### config.mk
export PLATFORM = sky130hd
export DESIGN_NAME = serial_frame_builder_core
export DESIGN_NICKNAME = d
export VERILOG_FILES = /design/src/sfb_pkg.sv /design/src/serial_frame_builder_core.sv /design/src/sfb_front.sv /design/src/sfb_queue.sv /design/src/sfb_back.sv
export SDC_FILE = /design/constraint.sdc
export NUM_CORES = 1
export LEC_CHECK = 0
export ABC_AREA = 1
export BUFFER_PORTS_ARGS = -buffer_cell sky130_fd_sc_hd__buf_2
export CAP_MARGIN = 20
export CORE_MARGIN = 5
export CORE_UTILIZATION = 60
export DETAILED_ROUTE_END_ITERATION = 12
export HOLD_SLACK_MARGIN = 0.12
export PLACE_DENSITY = 0.79
export SYNTH_ARGS = -nofsm -noshare
export SYNTH_HDL_FRONTEND = slang
export SYNTH_SLANG_ARGS = --single-unit
### constraint.sdc
create_clock -name i_clk -period 9 [get_ports i_clk]
set_clock_uncertainty 0.05 [all_clocks]
set_input_delay 1.8 -clock i_clk [delete_from_list [all_inputs] [get_ports i_clk]]
set_output_delay 1.8 -clock i_clk [all_outputs]
set_load 0.01 [all_outputs]
### src/sfb_pkg.sv
// Shared types and constants for the serial frame builder.
`timescale 1ns / 1ps
`default_nettype none
package sfb_pkg;

    // Action codes of an input word
    localparam logic [1:0] ACT_START = 2'd0;
    localparam logic [1:0] ACT_DATA  = 2'd1;
    localparam logic [1:0] ACT_END   = 2'd2;
    localparam logic [1:0] ACT_NONE  = 2'd3;

    // Frame constants
    localparam logic [7:0]  HDR_BYTE0 = 8'hFF;
    localparam logic [7:0]  HDR_BYTE1 = 8'h55;
    localparam logic [15:0] LEN_EXTRA = 16'd3;

    // Byte index of the last output byte for each command kind
    localparam logic [2:0] LAST_IDX_START = 3'd4;
    localparam logic [2:0] LAST_IDX_DATA  = 3'd0;
    localparam logic [2:0] LAST_IDX_END   = 3'd2;

    // Default depth of the command queue
    localparam int SFB_QUEUE_DEPTH = 4;

    typedef enum logic [1:0] {
        K_START = 2'd0,
        K_DATA  = 2'd1,
        K_END   = 2'd2
    } t_kind;

    // One classified command: kind plus up to three computed bytes
    typedef struct packed {
        t_kind      kind;
        logic [7:0] b0;
        logic [7:0] b1;
        logic [7:0] b2;
    } t_cmd;

    // Queue status seen by front and back
    typedef struct packed {
        logic full;
        logic nempty;
    } t_q_status;

endpackage
`default_nettype wire

### src/serial_frame_builder_core.sv
// Top level of the serial frame builder: front end, command queue, back end.
//
//  channel | direction | handshake          | payload
//  --------+-----------+--------------------+---------------------------------------------
//  input   | in        | i_valid / o_stall  | i_action, i_msg_type, i_payload_len, i_data_byte
//  output  | out       | o_valid / i_stall  | o_out_byte, o_run_last, o_frame_end
//
// An input word is taken whenever the command queue has room.
// While not stalled, the back end sends one byte per cycle: a start word yields 5
// bytes, a payload word 1 and an end word 3, so payload streams at one word per cycle.
// An input word passes the queue write and then the output register before its first byte.
// Reset is synchronous, active low, and clears state, queue and output valid.
// Output stall holds the output register; input stall rises when the queue is full.
`timescale 1ns / 1ps
`default_nettype none
module serial_frame_builder_core #(
    parameter int QUEUE_DEPTH = sfb_pkg::SFB_QUEUE_DEPTH
) (
    input  wire logic        i_clk,
    input  wire logic        i_rst_n,
    input  wire logic        i_valid,
    output logic             o_stall,
    input  wire logic [1:0]  i_action,
    input  wire logic [7:0]  i_msg_type,
    input  wire logic [15:0] i_payload_len,
    input  wire logic [7:0]  i_data_byte,
    output logic             o_valid,
    input  wire logic        i_stall,
    output logic [7:0]       o_out_byte,
    output logic             o_run_last,
    output logic             o_frame_end
);
    import sfb_pkg::*;

    logic      push;
    logic      pop;
    t_cmd      push_cmd;
    t_cmd      head_cmd;
    t_q_status q_status;

    // Classify input words and keep the running sum and check
    sfb_front u_front (
        .i_clk        (i_clk),
        .i_rst_n      (i_rst_n),
        .i_valid      (i_valid),
        .i_action     (i_action),
        .i_msg_type   (i_msg_type),
        .i_payload_len(i_payload_len),
        .i_data_byte  (i_data_byte),
        .i_q_status   (q_status),
        .o_stall      (o_stall),
        .o_push       (push),
        .o_cmd        (push_cmd)
    );

    // Decouple front and back
    sfb_queue #(
        .DEPTH(QUEUE_DEPTH)
    ) u_queue (
        .i_clk   (i_clk),
        .i_rst_n (i_rst_n),
        .i_push  (push),
        .i_cmd   (push_cmd),
        .i_pop   (pop),
        .o_cmd   (head_cmd),
        .o_status(q_status)
    );

    // Expand commands into frame bytes
    sfb_back u_back (
        .i_clk      (i_clk),
        .i_rst_n    (i_rst_n),
        .i_cmd      (head_cmd),
        .i_q_status (q_status),
        .o_pop      (pop),
        .i_stall    (i_stall),
        .o_valid    (o_valid),
        .o_out_byte (o_out_byte),
        .o_run_last (o_run_last),
        .o_frame_end(o_frame_end)
    );

endmodule
`default_nettype wire

### src/sfb_front.sv
// Front end: accepts input words, updates sum and check, builds queue commands.
`timescale 1ns / 1ps
`default_nettype none
module sfb_front (
    input  wire logic             i_clk,
    input  wire logic             i_rst_n,
    input  wire logic             i_valid,
    input  wire logic [1:0]       i_action,
    input  wire logic [7:0]       i_msg_type,
    input  wire logic [15:0]      i_payload_len,
    input  wire logic [7:0]       i_data_byte,
    input  wire sfb_pkg::t_q_status i_q_status,
    output logic                  o_stall,
    output logic                  o_push,
    output sfb_pkg::t_cmd         o_cmd
);
    import sfb_pkg::*;

    logic [15:0] r_payload_sum, n_payload_sum;
    logic [7:0]  r_check, n_check;
    logic        accept;
    logic [15:0] len_field;
    logic [15:0] inv_sum;

    // Stall only when the queue has no room
    assign o_stall   = i_q_status.full;
    assign accept    = i_valid && !i_q_status.full;
    assign len_field = i_payload_len + LEN_EXTRA;
    assign inv_sum   = ~r_payload_sum;

    // Classify the word and compute its bytes and the next state
    always_comb begin
        n_payload_sum = r_payload_sum;
        n_check       = r_check;
        o_push        = 1'b0;
        o_cmd.kind    = K_DATA;
        o_cmd.b0      = i_data_byte;
        o_cmd.b1      = 8'd0;
        o_cmd.b2      = 8'd0;
        unique case (i_action)
            ACT_START: begin
                n_payload_sum = 16'd0;
                n_check       = len_field[15:8] - len_field[7:0] - i_msg_type;
                o_push        = accept;
                o_cmd.kind    = K_START;
                o_cmd.b0      = len_field[15:8];
                o_cmd.b1      = len_field[7:0];
                o_cmd.b2      = i_msg_type;
            end
            ACT_DATA: begin
                n_payload_sum = r_payload_sum + {8'd0, i_data_byte};
                n_check       = r_check - i_data_byte;
                o_push        = accept;
            end
            ACT_END: begin
                n_check    = r_check - inv_sum[15:8] - inv_sum[7:0];
                o_push     = accept;
                o_cmd.kind = K_END;
                o_cmd.b0   = inv_sum[15:8];
                o_cmd.b1   = inv_sum[7:0];
                o_cmd.b2   = n_check;
            end
            default: begin
                // unused action code: drop the word
                o_push = 1'b0;
            end
        endcase
    end

    // Hold the running sum and check, advance on accepted words
    always_ff @(posedge i_clk) begin
        if (!i_rst_n) begin
            r_payload_sum <= 16'd0;
            r_check       <= 8'd0;
        end else if (o_push) begin
            r_payload_sum <= n_payload_sum;
            r_check       <= n_check;
        end
    end

endmodule
`default_nettype wire

### src/sfb_queue.sv
// Short command queue between the front and back ends.
`timescale 1ns / 1ps
`default_nettype none
module sfb_queue #(
    parameter int DEPTH = sfb_pkg::SFB_QUEUE_DEPTH
) (
    input  wire logic           i_clk,
    input  wire logic           i_rst_n,
    input  wire logic           i_push,
    input  wire sfb_pkg::t_cmd  i_cmd,
    input  wire logic           i_pop,
    output sfb_pkg::t_cmd       o_cmd,
    output sfb_pkg::t_q_status  o_status
);
    import sfb_pkg::*;

    localparam int PW = (DEPTH > 1) ? $clog2(DEPTH) : 1;
    localparam int CW = $clog2(DEPTH + 1);
    localparam logic [PW-1:0] PTR_MAX = PW'(DEPTH - 1);
    localparam logic [CW-1:0] CNT_MAX = CW'(DEPTH);

    t_cmd          r_mem [DEPTH];
    logic [PW-1:0] r_wr_ptr, r_rd_ptr;
    logic [CW-1:0] r_count;

    assign o_cmd           = r_mem[r_rd_ptr];
    assign o_status.full   = (r_count == CNT_MAX);
    assign o_status.nempty = (r_count != '0);

    // Write the pushed command
    always_ff @(posedge i_clk) begin
        if (i_push) begin
            r_mem[r_wr_ptr] <= i_cmd;
        end
    end

    // Advance pointers and count
    always_ff @(posedge i_clk) begin
        if (!i_rst_n) begin
            r_wr_ptr <= '0;
            r_rd_ptr <= '0;
            r_count  <= '0;
        end else begin
            if (i_push) begin
                r_wr_ptr <= (r_wr_ptr == PTR_MAX) ? '0 : r_wr_ptr + 1'b1;
            end
            if (i_pop) begin
                r_rd_ptr <= (r_rd_ptr == PTR_MAX) ? '0 : r_rd_ptr + 1'b1;
            end
            if (i_push && !i_pop) begin
                r_count <= r_count + 1'b1;
            end else if (!i_push && i_pop) begin
                r_count <= r_count - 1'b1;
            end
        end
    end

endmodule
`default_nettype wire

### src/sfb_back.sv
// Back end: expands queued commands into frame bytes through an output register.
`timescale 1ns / 1ps
`default_nettype none
module sfb_back (
    input  wire logic              i_clk,
    input  wire logic              i_rst_n,
    input  wire sfb_pkg::t_cmd     i_cmd,
    input  wire sfb_pkg::t_q_status i_q_status,
    output logic                   o_pop,
    input  wire logic              i_stall,
    output logic                   o_valid,
    output logic [7:0]             o_out_byte,
    output logic                   o_run_last,
    output logic                   o_frame_end
);
    import sfb_pkg::*;

    logic [2:0] r_idx;
    logic       r_valid;
    logic [7:0] r_byte;
    logic       r_last;
    logic       r_fend;
    logic       load;
    logic       is_last;
    logic [2:0] last_idx;
    logic [7:0] sel_byte;

    assign load = i_q_status.nempty && (!r_valid || !i_stall);

    // Select the byte at the current index of the head command
    always_comb begin
        last_idx = LAST_IDX_DATA;
        sel_byte = i_cmd.b0;
        unique case (i_cmd.kind)
            K_START: begin
                last_idx = LAST_IDX_START;
                case (r_idx)
                    3'd0:    sel_byte = HDR_BYTE0;
                    3'd1:    sel_byte = HDR_BYTE1;
                    3'd2:    sel_byte = i_cmd.b0;
                    3'd3:    sel_byte = i_cmd.b1;
                    default: sel_byte = i_cmd.b2;
                endcase
            end
            K_DATA: begin
                last_idx = LAST_IDX_DATA;
                sel_byte = i_cmd.b0;
            end
            K_END: begin
                last_idx = LAST_IDX_END;
                case (r_idx)
                    3'd0:    sel_byte = i_cmd.b0;
                    3'd1:    sel_byte = i_cmd.b1;
                    default: sel_byte = i_cmd.b2;
                endcase
            end
            default: begin
                last_idx = LAST_IDX_DATA;
                sel_byte = i_cmd.b0;
            end
        endcase
    end

    assign is_last = (r_idx == last_idx);
    assign o_pop   = load && is_last;

    // Advance the byte index, drop the head command after its last byte
    always_ff @(posedge i_clk) begin
        if (!i_rst_n) begin
            r_idx <= 3'd0;
        end else if (load) begin
            r_idx <= is_last ? 3'd0 : r_idx + 3'd1;
        end
    end

    // Output word register
    always_ff @(posedge i_clk) begin
        if (!i_rst_n) begin
            r_valid <= 1'b0;
        end else if (load) begin
            r_valid <= 1'b1;
        end else if (!i_stall) begin
            r_valid <= 1'b0;
        end
    end

    always_ff @(posedge i_clk) begin
        if (load) begin
            r_byte <= sel_byte;
            r_last <= is_last;
            r_fend <= is_last && (i_cmd.kind == K_END);
        end
    end

    assign o_valid     = r_valid;
    assign o_out_byte  = r_byte;
    assign o_run_last  = r_last;
    assign o_frame_end = r_fend;

endmodule
`default_nettype wire
==> metrics.txt, run 1 <==
maximum number of pins on one net before global-route repair 53; top post-synthesis cells by count nand2_1, edfxtp_1, inv_1, nor2_1, o21ai_0; GR Overflow Total 0; clk_lat worst skew 0.42 ns; Sum Neg Setup Slack 0 ns; cells along the critical path buf_2 > inv_1 > ha_1 > inv_1 > nand4_2 > nor2_1 > nand3_1 > nor2_1 > nand2_1 > xor2_1 > fa_1 > inv_1 > ha_1 > a21oi_1 > nor2_1 > a211oi_1 > nand2_1 > nand2_1 > nand3_1 > a21oi_1; die width 130 µm; post-CTS setup buffers 0; maxcap violations 0; post-synthesis xor/xnor area fraction 0.0202; first-pass GRT wire length 34.1 mm; die area 17000 µm²; post-layout util 0.672; post-synth top area share 0.394; Worst Tran Pin Value 1.03 ns; Post-Syn Nets 1066; DRT iter0 DRCs 608; compound-cell area share of the yosys netlist 0.151; routed wire length per instance 17.4 µm; Filler cells 1124; Crit-path slowest cell fa_1; hold-fix buffers at CTS 0; maximum operating frequency 0.223 GHz; Final GP Congestion 1.00; R2R Path End u_queue.r_count[2]$_SDFFE_PN0P_; initial antenna violation count 0; area leader, netlist edfxtp_1; I/O pins 50; clock tree from TritonCTS built; sequential cell area 4160 µm²; Starting Density 0.605; placed instance area 9060 µm²; Ant. Diodes 0; Total Wirelength 21.0 mm; Post-Synth Adder-Cell Area 0.107; share of the yosys chip area belonging to registers 0.479; Nets 1108; FF-to-FF path depth 15; post-DP HPWL 15.0 mm; power per cell area 243 nW/µm²; critical path capture point type flop; post-synthesis mux area share 0; post-cts resize count 0; root buffer cell clkbuf_16; Residual DRC 0; Worst path max stage delay 0.48 ns; main combinational cell family by area after synthesis simple AND/OR/NAND/NOR gates; via count 6972; Async S/R FF share, synth 0; FF-to-FF setup slack 5.24 ns; VDD IR-drop max 0.000151 V; Seq cells post-synth 151; Simple-Gate Fraction of Synth Area 0.175; core area 14400 µm²; post-synth cell types 51; WP data arrival 4.80 ns; Overall Power 2.35 mW; Leak 4.08 nW; share of cells above drive strength 1 0.114; CTS Sinks 151; post-route ant nets 0; Area contributors post-synth edfxtp_1, dfxtp_1, nand2_1; critical path depth in cells 20; Hold Fails Final Rpt 0; Worst Setup SP i_payload_len[0]; Crit path required time 9.31 ns; synthesized area per cell 9.02 µm²; Total GRT Usage 0.263; hold crit path type flop to flop; via/cell ratio 5.80; Clock Path Buffers 2; footprint of the multi-input gates 3960 µm²; Cell Area, Synth 8690 µm²; Worst Path Max Fanout 4; clock buffer count from CTS 17; EDFF count, synth 114; Critical Path End u_front.r_check[7]$_SDFFE_PN0P_; crit path time final 4.49 ns; Die H 130 µm; worst setup margin 4.51 ns; Most used DFF post-synth edfxtp_1; CTS H-tree lvls 4; critical path's top delay family adder cells; unrepaired setup endpoints after global routing no; # setup viols final 0; final worst-path cycle share 0.499; dpl ws 4.10 ns; number of global-route vias before repair 6623; Max Slew Vio Count 0; crit path kind input port to flop; top-count cell post-synth nand2_1; post-route design area 9650 µm²; CP bufs+invs 4; Area Overhead vs Synth 11.0%; drt first pass iters 7; # rows 44; Worst setup SP type input port; Yosys warning count 0; Slew headroom 0.314; clk slew on worst S/H paths 0.06 ns; Mapped Cells 964; port bufs 49; outcome finished, final reports clean
==> metal layers <==
| layer | GRT usage | vias up | wire [µm] |
|---|---|---|---|
| li1 | - | 3392 | - |
| met2 | 0.444 | 244 | 10300 |
| met4 | 0.119 | 0 | 838 |
| met5 | 0 | - | 0 |
| met1 | 0.332 | 3284 | 8560 |
| met3 | 0.0491 | 52 | 1210 |
==> worst min-delay path by stage <==
stage / startpoint / to / slack, ns / cells after the start
2_1_floorplan: u_back.r_idx[2]$_SDFFE_PN0P_ / u_back.r_idx[2]$_SDFFE_PN0P_ / 0.40 / 2
3_3_place_gp: u_back.r_idx[2]$_SDFFE_PN0P_ / u_back.r_idx[2]$_SDFFE_PN0P_ / 0.41 / 2
3_5_place_dp: u_back.r_idx[2]$_SDFFE_PN0P_ / u_back.r_idx[2]$_SDFFE_PN0P_ / 0.41 / 2
6_report: u_back.r_idx[2]$_SDFFE_PN0P_ / u_back.r_idx[2]$_SDFFE_PN0P_ / 0.42 / 2
4_1_cts: u_back.r_idx[2]$_SDFFE_PN0P_ / u_back.r_idx[2]$_SDFFE_PN0P_ / 0.42 / 2
5_1_grt: u_back.r_idx[2]$_SDFFE_PN0P_ / u_back.r_idx[2]$_SDFFE_PN0P_ / 0.44 / 2
==> placed cells by master (no fill, tap or decap), drive strengths merged, types with 11 or more instances in the layout <==
| master | count |
|---|---|
| inv | 120 |
| nand4 | 12 |
| dfxtp | 37 |
| nand2 | 193 |
| buf | 51 |
| a21oi | 68 |
| o22ai | 24 |
| ha | 47 |
| nand3 | 52 |
| edfxtp | 114 |
| clkbuf | 18 |
| nor2 | 88 |
| xor2 | 11 |
| o21ai | 102 |
| fa | 17 |
==> area by class of cell <==
cell class / count / share of cell area
clock buffer: 18 / 0.0445
clock inverter: 14 / 0.0163
inverter: 119 / 0.0463
multi-input combinational: 666 / 0.411
sequential: 151 / 0.431
tap: 184 / 0.0239
timing repair buffer: 51 / 0.0270
==> cell families after synthesis <==
logic type,count (synthesis)
compound gates,227
xor+xnor,20
fa+ha+maj,64
buf+inv,147
flops,151
simple gates,355
==> registers in the layout, summed over array words and instances, names as in the netlist, named ones only <==
| signal | cells |
|---|---|
| u_back.o_frame_end | 1 |
| u_back.r_idx | 3 |
| u_queue.r_wr_ptr | 2 |
| u_queue.r_mem | 104 |
| u_front.r_check | 8 |
| u_front.r_payload_sum | 16 |
| u_queue.r_count | 3 |
| u_back.o_run_last | 1 |
| u_back.o_valid | 1 |
| u_queue.r_rd_ptr | 2 |
| u_back.o_out_byte | 8 |
==> metrics by stage <==
| stage | cells | hold WS (ns) |
|---|---|---|
| floorplan | 964 | 0.395 |
| global placement | 1171 | 0.408 |
| detailed placement | 1171 | 0.411 |
| CTS | 1203 | 0.420 |
| global route | 1203 | 0.437 |
| finish | 1203 | 0.416 |
==> report_power, final <==
part / switching, mW / internal, mW
Clock: 0.272 / 0.432
Sequential: 0.0427 / 0.865
Combinational: 0.499 / 0.239
Total: 0.813 / 1.54
==> worst min-delay path, cell delays in order (launching register included) <==
cell and delay (ns):
dfxtp_1 0.31, nand2_1 0.06, a21oi_1 0.06
No activity file was read; power rests on OpenSTA's default activity.
==> inputs of run 2 (changes only) <==
--- a/config.mk
+++ b/config.mk
@@ -9,10 +9,10 @@
 export BUFFER_PORTS_ARGS = -buffer_cell sky130_fd_sc_hd__buf_2
 export CAP_MARGIN = 20
 export CORE_MARGIN = 5
-export CORE_UTILIZATION = 60
+export CORE_UTILIZATION = 56
 export DETAILED_ROUTE_END_ITERATION = 12
 export HOLD_SLACK_MARGIN = 0.12
-export PLACE_DENSITY = 0.79
+export PLACE_DENSITY = 0.77
 export SYNTH_ARGS = -nofsm -noshare
 export SYNTH_HDL_FRONTEND = slang
 export SYNTH_SLANG_ARGS = --single-unit
==> constraint.sdc (replaced) <==
create_clock -name i_clk -period 4 [get_ports i_clk]
set_clock_uncertainty 0.05 [all_clocks]
set_input_delay 0.8 -clock i_clk [delete_from_list [all_inputs] [get_ports i_clk]]
set_output_delay 0.8 -clock i_clk [all_outputs]
set_load 0.01 [all_outputs]
==> metrics.txt, run 2 (same netlist as run 1, synthesis figures left out) <==
outcome finished, final reports clean; Comb power frac 0.318; Filler cells 1244; cell depth of the worst hold path 2; Clk pwr share 0.297; via count 6892; initial antenna violation count 0; final worst-path cycle share 0.867; WP data arrival 3.77 ns; maxcap violations 0; power per cell area 544 nW/µm²; clock buffer count from CTS 17; Slew headroom 0.456; maximum operating frequency 0.288 GHz; clk slew on worst S/H paths 0.06 ns; Ant. Diodes 0; Worst Setup SP i_payload_len[0]; Die H 135 µm; clk_lat worst skew 0.42 ns; via/cell ratio 5.68; Worst setup SP type input port; Clock Path Buffers 2; Reg with most FFs u_queue.r_mem; Switch Pwr 1.85 mW; Leak 4.11 nW; Max Slew Vio Count 0; R2R Path End u_queue.r_count[1]$_SDFFE_PN0P_; drt first pass iters 6; Total Wirelength 21.1 mm; VDD IR-drop max 0.000360 V; CTS Sinks 151; core area 15200 µm²; unrepaired setup endpoints after global routing no; number of global-route vias before repair 6542; Worst Path Max Fanout 4; Seq pwr share 0.385; post-route design area 9690 µm²; CTS H-tree lvls 4; post-route ant nets 0; hold crit path type flop to flop; Hold Fails Final Rpt 0; die width 135 µm; hold-fix buffers at CTS 0; commonest cells after routing, fill and taps aside nand2_1, edfxtp_1, inv_1; root buffer cell clkbuf_16; FF-to-FF path depth 15; post-cts resize count 0; dpl ws 0.104 ns; post-CTS setup buffers 0; Nets 1116; # rows 45; Residual DRC 0; clock tree from TritonCTS built; Hold Startpoint u_back.r_idx[2]$_SDFFE_PN0P_; routed wire length per instance 17.4 µm; Crit path required time 4.31 ns; FF-to-FF setup slack 1.09 ns; I/O pins 50; Starting Density 0.572; DRT iter0 DRCs 516; crit path kind input port to flop; Sum Neg Setup Slack 0 ns; worst setup margin 0.531 ns; share of cells above drive strength 1 0.124; first-pass GRT wire length 33.8 mm; crit path time final 3.47 ns; top flop regs u_queue.r_mem (104), u_front.r_payload_sum (16); commonest non-fill, non-tap cell in the layout nand2_1; critical path capture point type flop; max reg flops 104; # setup viols final 0; Sw Ratio 0.351; Area Overhead vs Synth 11.5%; Total GRT Usage 0.242; Worst Tran Pin Value 0.814 ns; maximum number of pins on one net before global-route repair 52; post-DP HPWL 15.1 mm; die area 18100 µm²; GR Overflow Total 0; port bufs 49; internal cell power 3.42 mW; hold worst-path end u_back.r_idx[2]$_SDFFE_PN0P_; placed instance area 9110 µm²; Final GP Congestion 0.907
[run 2: cell types whose count changed in the layout (fill, tap and decap cells not counted), sizes merged]
cell and change:
buf +8, clkinv -4, clkbuf -1, inv +3, clkinvlp +2, bufinv -1
[run 2: cell type report]
type	count	area (µm²)	area share
tap	188	235	0.0243
clock inverter	14	149	0.0154
multi-input combinational	666	3950	0.407
clock buffer	17	425	0.0439
inverter	119	447	0.0461
sequential	151	4160	0.430
timing repair buffer	59	320	0.0331
[run 2: per-stage QoR]
stage	utilization	std cells	power [mW]	hold WS, ns
2_1_floorplan	-	964	3.27	0.395
3_3_place_gp	0.600	1183	3.67	0.406
3_5_place_dp	0.600	1183	3.71	0.414
4_1_cts	0.637	1214	5.27	0.423
5_1_grt	0.637	1214	5.59	0.443
6_report	0.637	1214	5.27	0.424
[run 2: worst max path at each step]
stage / endpoint / slack, ns / depth (start not counted)
finish: u_front.r_check[7]$_SDFFE_PN0P_ / 0.53 / 20
global route: u_front.r_check[7]$_SDFFE_PN0P_ / 0.27 / 20
CTS: u_front.r_check[7]$_SDFFE_PN0P_ / 0.54 / 20
detailed placement: u_front.r_check[7]$_SDFFE_PN0P_ / 0.10 / 20
global placement: u_front.r_check[7]$_SDFFE_PN0P_ / 0.16 / 20
floorplan: u_front.r_check[7]$_SDFFE_PN0P_ / 0.50 / 19
[run 2: layer usage]
layer / track usage / wire length (µm)
met5: 0 / 0
met4: 0.0945 / 664
met3: 0.0481 / 1490
met2: 0.416 / 10400
met1: 0.302 / 8550
[run 2: worst max-delay path, cell delays in order]
cell	delay (ns)
buf_2	0.11
inv_1	0.07
ha_1	0.22
inv_1	0.09
nand4_2	0.11
nor2_1	0.14
nand3_1	0.12
nor2_1	0.15
nand2_1	0.08
xor2_1	0.16
fa_1	0.48
inv_1	0.04
ha_1	0.34
a21oi_1	0.22
nor2_1	0.06
a211oi_1	0.25
nand2_1	0.09
nand2_1	0.07
nand3_1	0.07
a21oi_1	0.12
[run 2: power groups by stage]
| stage | Clock [mW] | Combinational [mW] | Sequential (mW) |
|---|---|---|---|
| floorplan | 0 | 1.19 | 2.08 |
| global placement | 0 | 1.62 | 2.06 |
| detailed placement | 0 | 1.65 | 2.06 |
| CTS | 1.57 | 1.67 | 2.03 |
| global route | 1.66 | 1.89 | 2.05 |
| finish | 1.57 | 1.67 | 2.03 |
